### src/rtl/core/dstq_pkg.sv
// shared types, codes and helpers for the deadline sorted timer queue
// no dependencies
`default_nettype none

package dstq_pkg;

    localparam int CAPACITY_DEF = 32;
    localparam int ID_BITS_DEF  = 16;
    localparam int TIME_W       = 63;
    localparam int DELTA_W      = 64;
    localparam logic [TIME_W-1:0] TIME_MAX = {TIME_W{1'b1}};

    typedef enum logic [1:0] {
        CMD_ENQ    = 2'd0,
        CMD_DEQ    = 2'd1,
        CMD_CANCEL = 2'd2,
        CMD_ADJUST = 2'd3
    } t_cmd;

    typedef enum logic [1:0] {
        ST_OK      = 2'd0,
        ST_NOT_DUE = 2'd1,
        ST_NO_ID   = 2'd2,
        ST_FULL    = 2'd3
    } t_status;

    typedef struct packed {
        t_cmd                cmd;
        logic [TIME_W-1:0]   now;
        logic [TIME_W-1:0]   due;
        logic [DELTA_W-1:0]  delta;
    } t_work;

    // due minus signed delta, clamped to 0 .. TIME_MAX
    function automatic logic [TIME_W-1:0] adjust_due(
        input logic [TIME_W-1:0]  due,
        input logic [DELTA_W-1:0] delta
    );
        logic [DELTA_W+1:0] s;
        begin
            s = {3'b000, due} - {{2{delta[DELTA_W-1]}}, delta};
            if (s[DELTA_W+1]) begin
                adjust_due = '0;
            end else if (s[DELTA_W:TIME_W] != 2'b00) begin
                adjust_due = TIME_MAX;
            end else begin
                adjust_due = s[TIME_W-1:0];
            end
        end
    endfunction

endpackage

`default_nettype wire

### src/rtl/core/dstq_front.sv
// front end: takes input words, packs them into work words and queues them
// depends on dstq_pkg
`default_nettype none

module dstq_front #(
    parameter int ID_BITS = dstq_pkg::ID_BITS_DEF
) (
    input  wire logic                          i_clk,
    input  wire logic                          i_rst_n,
    input  wire logic                          i_valid,
    output logic                               o_ready,
    input  wire logic [1:0]                    i_command,
    input  wire logic [dstq_pkg::TIME_W-1:0]   i_now_time,
    input  wire logic [ID_BITS-1:0]            i_timer_id,
    input  wire logic [dstq_pkg::TIME_W-1:0]   i_due_time,
    input  wire logic [dstq_pkg::DELTA_W-1:0]  i_adjust_delta,
    output logic                               o_work_valid,
    input  wire logic                          i_work_ready,
    output dstq_pkg::t_work                    o_work,
    output logic [ID_BITS-1:0]                 o_work_id
);
    import dstq_pkg::*;

    t_work             r_q  [2];
    logic [ID_BITS-1:0] r_qid [2];
    logic              r_wr, r_rd;
    logic [1:0]        r_cnt;
    t_work             w_in;
    logic              w_push, w_pop;

    always_comb begin
        w_in.now   = i_now_time;
        w_in.due   = i_due_time;
        w_in.delta = i_adjust_delta;
        w_in.cmd   = t_cmd'(i_command);
    end

    assign o_ready      = (r_cnt != 2'd2);
    assign o_work_valid = (r_cnt != 2'd0);
    assign o_work       = r_q[r_rd];
    assign o_work_id    = r_qid[r_rd];
    assign w_push       = i_valid && o_ready;
    assign w_pop        = o_work_valid && i_work_ready;

    always_ff @(posedge i_clk) begin
        if (w_push) begin
            r_q[r_wr]   <= w_in;
            r_qid[r_wr] <= i_timer_id;
        end
    end

    always_ff @(posedge i_clk) begin
        if (!i_rst_n) begin
            r_wr  <= 1'b0;
            r_rd  <= 1'b0;
            r_cnt <= 2'd0;
        end else begin
            if (w_push) begin
                r_wr <= ~r_wr;
            end
            if (w_pop) begin
                r_rd <= ~r_rd;
            end
            r_cnt <= r_cnt + {1'b0, w_push} - {1'b0, w_pop};
        end
    end

endmodule

`default_nettype wire

### config.mk
export PLATFORM = sky130hd
export DESIGN_NAME = dstq_front
export DESIGN_NICKNAME = d
export VERILOG_FILES = /design/src/rtl/core/dstq_pkg.sv /design/src/rtl/core/dstq_front.sv
export SDC_FILE = /design/constraint.sdc
export NUM_CORES = 1
export LEC_CHECK = 0
export BUFFER_PORTS_ARGS = -buffer_cell sky130_fd_sc_hd__buf_2
export CAP_MARGIN = 15
export CORE_MARGIN = 3
export CORE_UTILIZATION = 40
export CTS_BUF_LIST = sky130_fd_sc_hd__clkbuf_4 sky130_fd_sc_hd__clkbuf_8 sky130_fd_sc_hd__clkbuf_16
export CTS_CLUSTER_DIAMETER = 80
export DETAILED_ROUTE_END_ITERATION = 10
export HOLD_SLACK_MARGIN = 0.1
export SLEW_MARGIN = 20
export SYNTH_ARGS = -nofsm -noshare
export SYNTH_HDL_FRONTEND = slang
export SYNTH_SLANG_ARGS = --single-unit
### constraint.sdc
create_clock -name i_clk -period 30.3 [get_ports i_clk]
set_input_delay 3.03 -clock i_clk [delete_from_list [all_inputs] [get_ports i_clk]]
set_output_delay 3.03 -clock i_clk [all_outputs]
set_load 0.01 [all_outputs]
* Yosys cells after proc, flatten, opt, wreduce, memory -nomap -nowiden
Memories as Yosys holds them, arrays and structs flattened. A register that Yosys moved wholly into a read port is not among the register bits.
Cells that the tools add are included.
** Operators by class
- Multiplexer cells :: 6
- Eq/ne operators :: 1
- Reduce and logical (&&, ||, !) cells :: 3
- $add $sub $neg :: 2
- Bitwise logic cells :: 2
** Operators by type and width (number)
- $mux 1 :: 6
- $add 2x1->2 :: 1
- $logic_and 1x1->1 :: 2
- $ne 2x2->1 const B :: 1
- $not 1->1 :: 2
- $reduce_bool 2->1 :: 1
- $sub 2x1->2 :: 1
** Storage, ports and cells
- Output and inout port bits :: 210
- Bits in writable memories :: 416
- Register bits :: 4
- Memories :: 2
** Memories
- r_q :: depth 2, bits a word 192, read ports 1, clocked after Yosys merged registers in 1, write ports 1, line dstq_front.sv:24 : t_work r_q [2];
- r_qid :: depth 2, bits a word 16, read ports 1, clocked after Yosys merged registers in 1, write ports 1, line dstq_front.sv:25 : logic [ID_BITS-1:0] r_qid [2];

* Longest topological paths before layout
Gate-level depths: netlist of the first run.
- Depth after elaboration :: 4
- Gate-level depth with buffers :: 8
- Mapped depth without buffers :: 8

* Worst setup path after synthesis of the first run
OpenSTA, ideal clock, no wires.
- Path type :: input -> register
- From :: input port i_valid
- To :: memory r_q[0][0] (netlist name), enable pin
- Setup slack :: 17.773 ns
- Stages on the path :: 2
- Arrival time :: 11.747 ns
- Path through :: nand2_1 > nor2_1
** Between the ends
- Word-level cells in the longest chain between the ends :: 3
** Ends and longest elaborated chain
- from (decl) :: line dstq_front.sv:10 : input wire logic i_valid,
- $logic_and 1x1->1 :: line dstq_front.sv:42 : assign w_push = i_valid && o_ready;
- $mux 1 :: line dstq_front.sv:46 : if (w_push) begin
- $mux 1 (not written as such) :: line dstq_front.sv:47 : r_q[r_wr] <= w_in;
- to (decl) :: line dstq_front.sv:24
Every way passes these cells.

==> flow_metrics.tcl, run 1 <==
set metrics [dict create \
    initial_core_util_pct 41.08 \
    synth_edf_count 416 \
    grt_max_degree 168 \
    clkSlewWorstSetupHoldPaths_ns 0.06 \
    clk_latency_ns 0.55 \
    hold_viol_final 0 \
    post_cts_buffers 0 \
    ys_top_cells_by_count "edfxtp_1, mux2_2, mux2_4" \
    path_class "register to output port" \
    track_usage_pct 15.38 \
    timing.fmax_mhz 150.3 \
    grt_pass1_vias 8178 \
    grt_pass1_wl_mm 48.44 \
    wirelength_mm 33.34 \
    combPwrFrac_pct 23.4 \
    peakVddDrop_v 0.00005624 \
    drv_slew 0 \
    coreArea_um2 38110 \
    wire_per_inst_um 19.95 \
    core.rowCount 71 \
    synthToLayoutAreaGrowth_pct 25.50 \
    cts-root-buf "clkbuf_16" \
    ys_top_cells_by_area "edfxtp_1, mux2_4, mux2_2" \
    cap_violations 0 \
    yosysMostFrequentCell "edfxtp_1" \
    synth.distinct_cells 18 \
    hold_buffers 0 \
    synth-seq-cells 421 \
    die_w_um 203.8 \
    firstDrtPassIters 4 \
    worst-path-max-fanout 63 \
    grt_overflow 0 \
    dp_hpwl_mm 22.62 \
    setup_tns_ns 0 \
    nFillCells 3142 \
    drive_above_1_share_pct 61.30 \
    netlist.area_leader.share_pct 79.79 \
    p_leak_nw 7.486 \
    slew_headroom_pct 26.75 \
    grtUsageMet3_pct 6.211 \
    p_seq_share_pct 46.4 \
    gr-usage-met1_pct 20.20 \
    pwr-share-clk_pct 30.2 \
    io_pins 422 \
    ys.flop_type "edfxtp_1" \
    p_sw_mw 0.4320 \
    period_share_pct 21.96 \
    die-area_um2 41550 \
    cts_num_sinks 421 \
    tightest_slew_ns 1.099 \
    cts-buffers-inserted 44 \
    cp.arrival_ns 3.62 \
    synth_top_area_cell "edfxtp_1" \
    postSynthCellCount 671 \
    dp_slack_ns 24.14 \
    cts_tree "yes" \
    drtAntennaViolNets 0 \
    vias_per_cell 4.704 \
    setup_viol 0 \
    antenna_found_initial 7 \
    cp.required_ns 27.27 \
    cts_htree_levels 2 \
    post_cts_resized 0 \
    drt_iter0_drc 398 \
    async_flop_share_pct 0 \
    rsz0062_at_grt "no" \
    synth_area_um2 15660 \
    swShare_pct 26.32 \
    vias 7861 \
    intPower_mw 1.210 \
    hp-class "register to register" \
    grt_busiest_layer "met2" \
    avgSynthCellArea_um2 23.33 \
    drc 0 \
    fin_worst_skew_ns 0.006468 \
    crit_path_end_kind "output port" \
    yosys_warnings 0 \
    cp-start-kind "register" \
    status "finished clean" \
    placement.io_buffers 421 \
    yosysSeqAreaShare_pct 80.43 \
    clk_path_buf_depth 3 \
    setup_slack_ns 23.65 \
    layout.nets 1337 \
    powerDensity_nw_per_um2 83.55 \
    place_congestion 0.7616 \
    post-route-min-period_ns 6.654 \
    grtUsageMet2_pct 23.62 \
    syn_nets 885 \
    die_h_um 203.8 \
]
[worst paths after layout]
| path | start | endpoint | slack, ns | cells past startpoint |
|---|---|---|---|---|
| max | register | o_work[64] | 23.65 | 4 |
| min | r_wr | r_wr | 0.53 | 2 |
| max reg2reg | r_cnt[0] | r_q[0][23] | 27.51 | 5 |
| min reg2reg | r_wr | r_wr | 0.53 | 2 |
[cell families after synthesis]
family | share of synthesized area [%]
buffers and inverters | 1.359
muxes | 17.45
xor gates and xnor gates | 0.1679
and+or+nand+nor | 0.3916
adders and majority gates | 0.1598
DFF | 80.43
AOI/OAI and AO/OA | 0.04797
[flip-flops by register name (all words and copies together), names as in the netlist, named ones only]
register / count
r_wr: 1
r_cnt: 2
r_q: 384
r_rd: 1
r_qid: 32
[routing by layer]
metal	wire length (µm)	part of all wire (%)
met2	15410	46
met3	3592	11
met4	750	2.2
met1	13560	41
met5	34	0.10
[power by group through the flow]
stage | sequential [mW] | combinational [mW] | clock, mW
after floorplan | 0.781 | 0.263 | 0
after global placement | 0.772 | 0.389 | 0
after detailed placement | 0.775 | 0.389 | 0
after CTS | 0.763 | 0.391 | 0.512
after global routing | 0.769 | 0.413 | 0.535
final | 0.761 | 0.384 | 0.496
[area by class of cell]
type / count / area, µm² / area share, %
well taps: 511 / 639.4 / 3.254
clock inverters: 22 / 132.6 / 0.6750
multi-input cells: 226 / 2864 / 14.58
repair buffers: 429 / 2192 / 11.16
inverters: 1 / 3.754 / 0.01910
clock buffers: 56 / 1209 / 6.151
flip-flops and latches: 421 / 12600 / 64.10
diodes: 5 / 12.51 / 0.06368
[cells in the final DEF, fill, tap and decap left out, types with 3 or more instances in the layout]
cell type and n:
buf_2 421, edfxtp_1 416, mux2_2 107, mux2_4 101
clkbuf_16 45, clkinv_1 11, clkbuf_4 11, clkinv_2 7
buf_4 6, diode_2 5, dfxtp_1 4, xnor2_1 3
inv_6 3
[critical path, cell delays in order, from the launching register on]
cell and delay (ns):
dfxtp_4 0.90, buf_4 0.82, buf_4 0.71, mux2_2 0.40
buf_2 0.14
[through the flow]
step | instances | area (µm²) | hold slack (ns) | util (%) | total power, mW
3_3_place_gp | 1587 | 18280 | 0.5059 | 47.95 | 1.161
3_5_place_dp | 1587 | 18280 | 0.5190 | 47.95 | 1.164
2_1_floorplan | 671 | 15660 | 0.4549 | - | 1.044
5_1_grt | 1669 | 19640 | 0.5446 | 51.54 | 1.717
6_report | 1671 | 19650 | 0.5260 | 51.56 | 1.642
4_1_cts | 1665 | 19620 | 0.5299 | 51.47 | 1.665
Note: power is estimated with default switching activity, not from simulation.
==> inputs of run 2 (changes only) <==
==> constraint.sdc (replaced) <==
create_clock -name i_clk -period 6.3 [get_ports i_clk]
set_input_delay 0.63 -clock i_clk [delete_from_list [all_inputs] [get_ports i_clk]]
set_output_delay 0.63 -clock i_clk [all_outputs]
set_load 0.01 [all_outputs]
==> run 2 against run 1 <==
- worst hold slack worse by 0.26 ns
- sequential power rose to 4.8 times the previous value
- wire length rose by 1.3%
- setup slack got worse by 21 ns
- design area is 0.51% higher
- first-iteration DRC count is 11% higher
==> flow_metrics.tcl, run 2 (same netlist as run 1, synthesis figures left out) <==
set metrics [dict create \
    setup_slack_ns 2.924 \
    core.rowCount 71 \
    r2r_slack_ns 3.64 \
    max_stage_delay_ns 0.81 \
    p_leak_nw 7.525 \
    wire_per_inst_um 20.22 \
    die_h_um 203.8 \
    rsz0062_at_grt "no" \
    r2r_cells 5 \
    grt_overflow 0 \
    drc 0 \
    fin_worst_skew_ns 0.01508 \
    slew_headroom_pct 31.22 \
    drive_above_1_share_pct 61.16 \
    initial_core_util_pct 41.08 \
    crit_slowest_cell "dfxtp_4" \
    track_usage_pct 15.68 \
    crit_path_end_kind "output port" \
    drv_slew 0 \
    placement.io_buffers 421 \
    cts-buffers-inserted 44 \
    setup_viol 0 \
    largest-register "r_q" \
    layout.nets 1337 \
    cap_violations 0 \
    cts_htree_levels 2 \
    io_pins 422 \
    post-route-min-period_ns 3.376 \
    antenna_found_initial 8 \
    post_cts_buffers 0 \
    drt_iter0_drc 441 \
    reg_top3 "r_q (384), r_qid (32), r_cnt (2)" \
    cp-start-kind "register" \
    timing.fmax_mhz 296.2 \
    status "finished clean" \
    wirelength_mm 33.79 \
    r2r-end "r_q[0][152]" \
    firstDrtPassIters 4 \
    clkSlewWorstSetupHoldPaths_ns 0.06 \
    multi_input_comb_area_um2 2864 \
    critical_path.cell_chain "buf_12, mux2_2, buf_2" \
    layout_common_cells "buf_2, edfxtp_1, mux2_2" \
    cts_tree "yes" \
    grt_pass1_wl_mm 49.31 \
    wl_met3_mm 3.036 \
    largest_reg_flops 384 \
    setup_tns_ns 0 \
    path_class "register to output port" \
    vias_per_cell 4.683 \
    place_congestion 0.7564 \
    dp_slack_ns 3.415 \
    clk_path_buf_depth 3 \
    hold_viol_final 0 \
    period_share_pct 53.58 \
    worst-path-max-fanout 118 \
    grt_pass1_vias 8215 \
    wl_met2_mm 16.62 \
    wl_met1_mm 13.48 \
    die_w_um 203.8 \
    hold_buffers 0 \
    top_layer "met5" \
    nFillCells 3153 \
    dp_hpwl_mm 23.02 \
    cts-root-buf "clkbuf_16" \
    power.total_mw 8.048 \
    cp.required_ns 5.67 \
    cp.arrival_ns 2.75 \
    synthToLayoutAreaGrowth_pct 26.14 \
    vias 7826 \
    coreArea_um2 38110 \
    drtAntennaViolNets 0 \
    final_common_cell "buf_2" \
    r2r-start "r_cnt[0]" \
    clk_latency_ns 0.55 \
    die-area_um2 41550 \
    powerDensity_nw_per_um2 407.5 \
    hp-class "input port to register" \
    cts_num_sinks 421 \
    grt_max_degree 119 \
    endpoint "o_work[61]" \
    peakVddDrop_v 0.0002489 \
    tightest_slew_ns 1.032 \
    register_area_um2 12600 \
    post_cts_resized 0 \
]
## run 2: cell types whose count changed in the layout (fill, tap and decap cells not counted)
cell and change:
clkinv_2 -1, clkbuf_4 -4, bufinv_16 +3, inv_6 -2, clkinv_1 +2, clkbuf_16 +1, clkinv_8 +2, diode_2 -1
## run 2: worst min-delay path by stage
stage	startpoint	to	slack [ns]	cells past startpoint
floorplan	r_wr	r_wr	0.49	2
CTS	i_adjust_delta[20]	r_q[1][20]	0.22	1
global route	i_now_time[62]	r_q[0][189]	0.23	1
finish	i_adjust_delta[20]	r_q[1][20]	0.27	1
global placement	r_wr	r_wr	0.50	2
detailed placement	r_rd	register	0.53	2
## run 2: worst max-delay path: cells and delay by family, from the launching register on
family	cells	cell delay, ns
buffers and inverters	2	0.67
DFF	1	0.81
muxes	1	0.44
## run 2: per-stage QoR
stage	utilization [%]	cells	cell area, µm²	hold slack [ns]
2_1_floorplan	-	671	15660	0.4883
3_3_place_gp	48.01	1588	18300	0.5047
3_5_place_dp	48.01	1588	18300	0.5320
4_1_cts	51.79	1667	19740	0.2219
5_1_grt	51.81	1669	19740	0.2270
6_report	51.82	1671	19750	0.2658
## run 2: final cells by class
type                       instances  area share [%]
timing repair buffer             429           11.10
antenna                            4         0.05068
multi-input combinational        226           14.50
clock inverter                    26           1.216
inverter                           1         0.01901
sequential                       421           63.78
clock buffer                      53           6.095
tap                              511           3.237
## run 2: routing by layer
layer	up-vias	GRT usage [%]
met3	49	5.749
li1	3598	-
met2	309	26.13
met4	8	4.916
met5	-	0
met1	3862	19.18
## run 2: power by group
group / switching (mW) / total (mW) / internal, mW / leakage (nW)
clock: 1.01 / 2.53 / 1.53 / 0.718
sequential: 0.128 / 3.65 / 3.52 / 3.93
combinational: 0.962 / 1.86 / 0.902 / 2.88
total: 2.10 / 8.05 / 5.95 / 7.53
==> inputs of run 3 (changes only) <==
==> constraint.sdc (replaced) <==
create_clock -name i_clk -period 3.4 [get_ports i_clk]
set_input_delay 0.34 -clock i_clk [delete_from_list [all_inputs] [get_ports i_clk]]
set_output_delay 0.34 -clock i_clk [all_outputs]
set_load 0.01 [all_outputs]
==> run 3 against run 2 <==
- die area unchanged
- design area up 11%
- non-clock buffer count grew 222
- critical endpoint is now o_work[175]
- clock skew up 0.0013 ns
- register-to-register slack worse by 2.2 ns
- first-iteration DRC count shrank 28%
- global-route usage increased by 0.80 points
- sequential cell count did not move
- total power rose by 88%
- sequential power increased by 85%
- final cell count up 13%
- wire length rose by 3.9%
==> flow_metrics.tcl, run 3 (same netlist as run 1, synthesis figures left out) <==
set metrics [dict create \
    die-area_um2 41550 \
    status "finished clean" \
    peakVddDrop_v 0.0004903 \
    placement.io_buffers 421 \
    clk_latency_ns 0.55 \
    crit_path_end_kind "output port" \
    cp-start-kind "register" \
    die_w_um 203.8 \
    nFillCells 2916 \
    clkSlewWorstSetupHoldPaths_ns 0.06 \
    vias 8676 \
    synthToLayoutAreaGrowth_pct 40.45 \
    drtAntennaViolNets 0 \
    final_common_cell "buf_2" \
    tightest_slew_ns 0.8106 \
    cts-root-buf "clkbuf_16" \
    drt_iter0_drc 319 \
    grt_pass1_vias 9400 \
    antenna_found_initial 1 \
    power.total_mw 15.12 \
    track_usage_pct 16.48 \
    worst-path-max-fanout 44 \
    grt_pass1_wl_mm 53.06 \
    io_pins 422 \
    fin_cells 1892 \
    cts_htree_levels 2 \
    period_share_pct 77.57 \
    hold_viol_final 0 \
    p_leak_nw 8.478 \
    drc 0 \
    clk_path_buf_depth 3 \
    grt_overflow 0 \
    min_from "i_work_ready" \
    grt_max_degree 97 \
    rsz0062_at_grt "no" \
    layout.nets 1560 \
    dp.cells 1600 \
    drive_above_1_share_pct 52.61 \
    timing.fmax_mhz 379.2 \
    die_h_um 203.8 \
    reg_top3 "r_q (384), r_qid (32), r_cnt (2)" \
    largest_reg_flops 384 \
    largest-register "r_q" \
    wirelength_mm 35.11 \
    cp.required_ns 3.06 \
    layout_common_cells "buf_2, edfxtp_1, dlygate4sd3_1" \
    hp-class "input port to register" \
    vias_per_cell 4.586 \
    firstDrtPassIters 6 \
    initial_core_util_pct 41.08 \
    powerDensity_nw_per_um2 687.5 \
    setup_viol 0 \
    cap_violations 0 \
    path_class "register to output port" \
    cp.arrival_ns 2.30 \
    post_cts_resized 0 \
    wire_per_inst_um 18.56 \
    cts-buffers-inserted 45 \
    cts_num_sinks 421 \
    coreArea_um2 38110 \
    r2r-start "r_cnt[0]" \
    fin_worst_skew_ns 0.01637 \
    core.rowCount 71 \
    post-route-min-period_ns 2.637 \
    cts_tree "yes" \
    slew_headroom_pct 45.96 \
    r2r_slack_ns 1.46 \
    drv_slew 0 \
    place_congestion 0.7579 \
    dp_hpwl_mm 23.05 \
]
==> run 3: cell types whose count changed in the layout (fill, tap and decap cells not counted), sizes merged <==
cell         change
dlygate4sd3    +210
inv              +2
buf             +12
clkinv           -2
diode            -3
clkbuf           +4
clkinvlp         +1
bufinv           -3
==> run 3: final cells by class <==
type                            instances  area, µm²  area share (%)
Clock inverter                         24      145.1          0.6600
Timing Repair Buffer                  651       4472           20.34
Inverter                                1      3.754         0.01707
Sequential cell                       421      12600           57.29
Antenna cell                            1      2.502         0.01138
Clock buffer                           57       1251           5.690
Tap cell                              511      639.4           2.908
Multi-Input combinational cell        226       2879           13.09
==> run 3: through the flow <==
step / worst slack [ns] / instance area, µm² / hold WS [ns] / utilization, % / TNS, ns
global placement: 1.297 / 18490 / 0.5095 / 48.51 / 0
detailed placement: 1.283 / 18490 / 0.5216 / 48.51 / 0
CTS: 0.6805 / 21990 / 0.2325 / 57.69 / 0
finish: 0.7626 / 21990 / 0.2677 / 57.70 / 0
global route: 0.6290 / 21990 / 0.2949 / 57.70 / 0
floorplan: -0.6357 / 15680 / 0.4389 / - / -150.93
==> run 3: where the power goes <==
group	internal, mW	total [mW]	switching (mW)
Combinational	1.92	3.80	1.87
Sequential	6.52	6.77	0.246
Clock	2.68	4.56	1.88
Total	11.1	15.1	3.99
==> run 3: critical path, stage by stage (launching register included) <==
cell	delay, ns
dfxtp_4	0.88
buf_12	0.33
mux2_2	0.37
buf_2	0.14
==> run 3: routing by layer <==
| metal | vias up | global-route usage [%] | wire length [µm] |
|---|---|---|---|
| li1 | 4029 | - | - |
| met2 | 349 | 27.21 | 16970 |
| met3 | 57 | 5.272 | 3104 |
| met5 | - | 0 | 0 |
| met4 | 0 | 5.924 | 894 |
| met1 | 4241 | 20.56 | 14130 |
==> run 3: timing repair <==
action	CTS	global route
hold buffers	210	0
buffers inserted	0	0
hold endpoints to repair	421	0
==> run 3: worst paths after layout <==
check	endpoint	depth (start not counted)
max	o_work[175]	3
min	r_rd	4
max reg2reg	r_q[0][104]	4
min reg2reg	r_wr	2
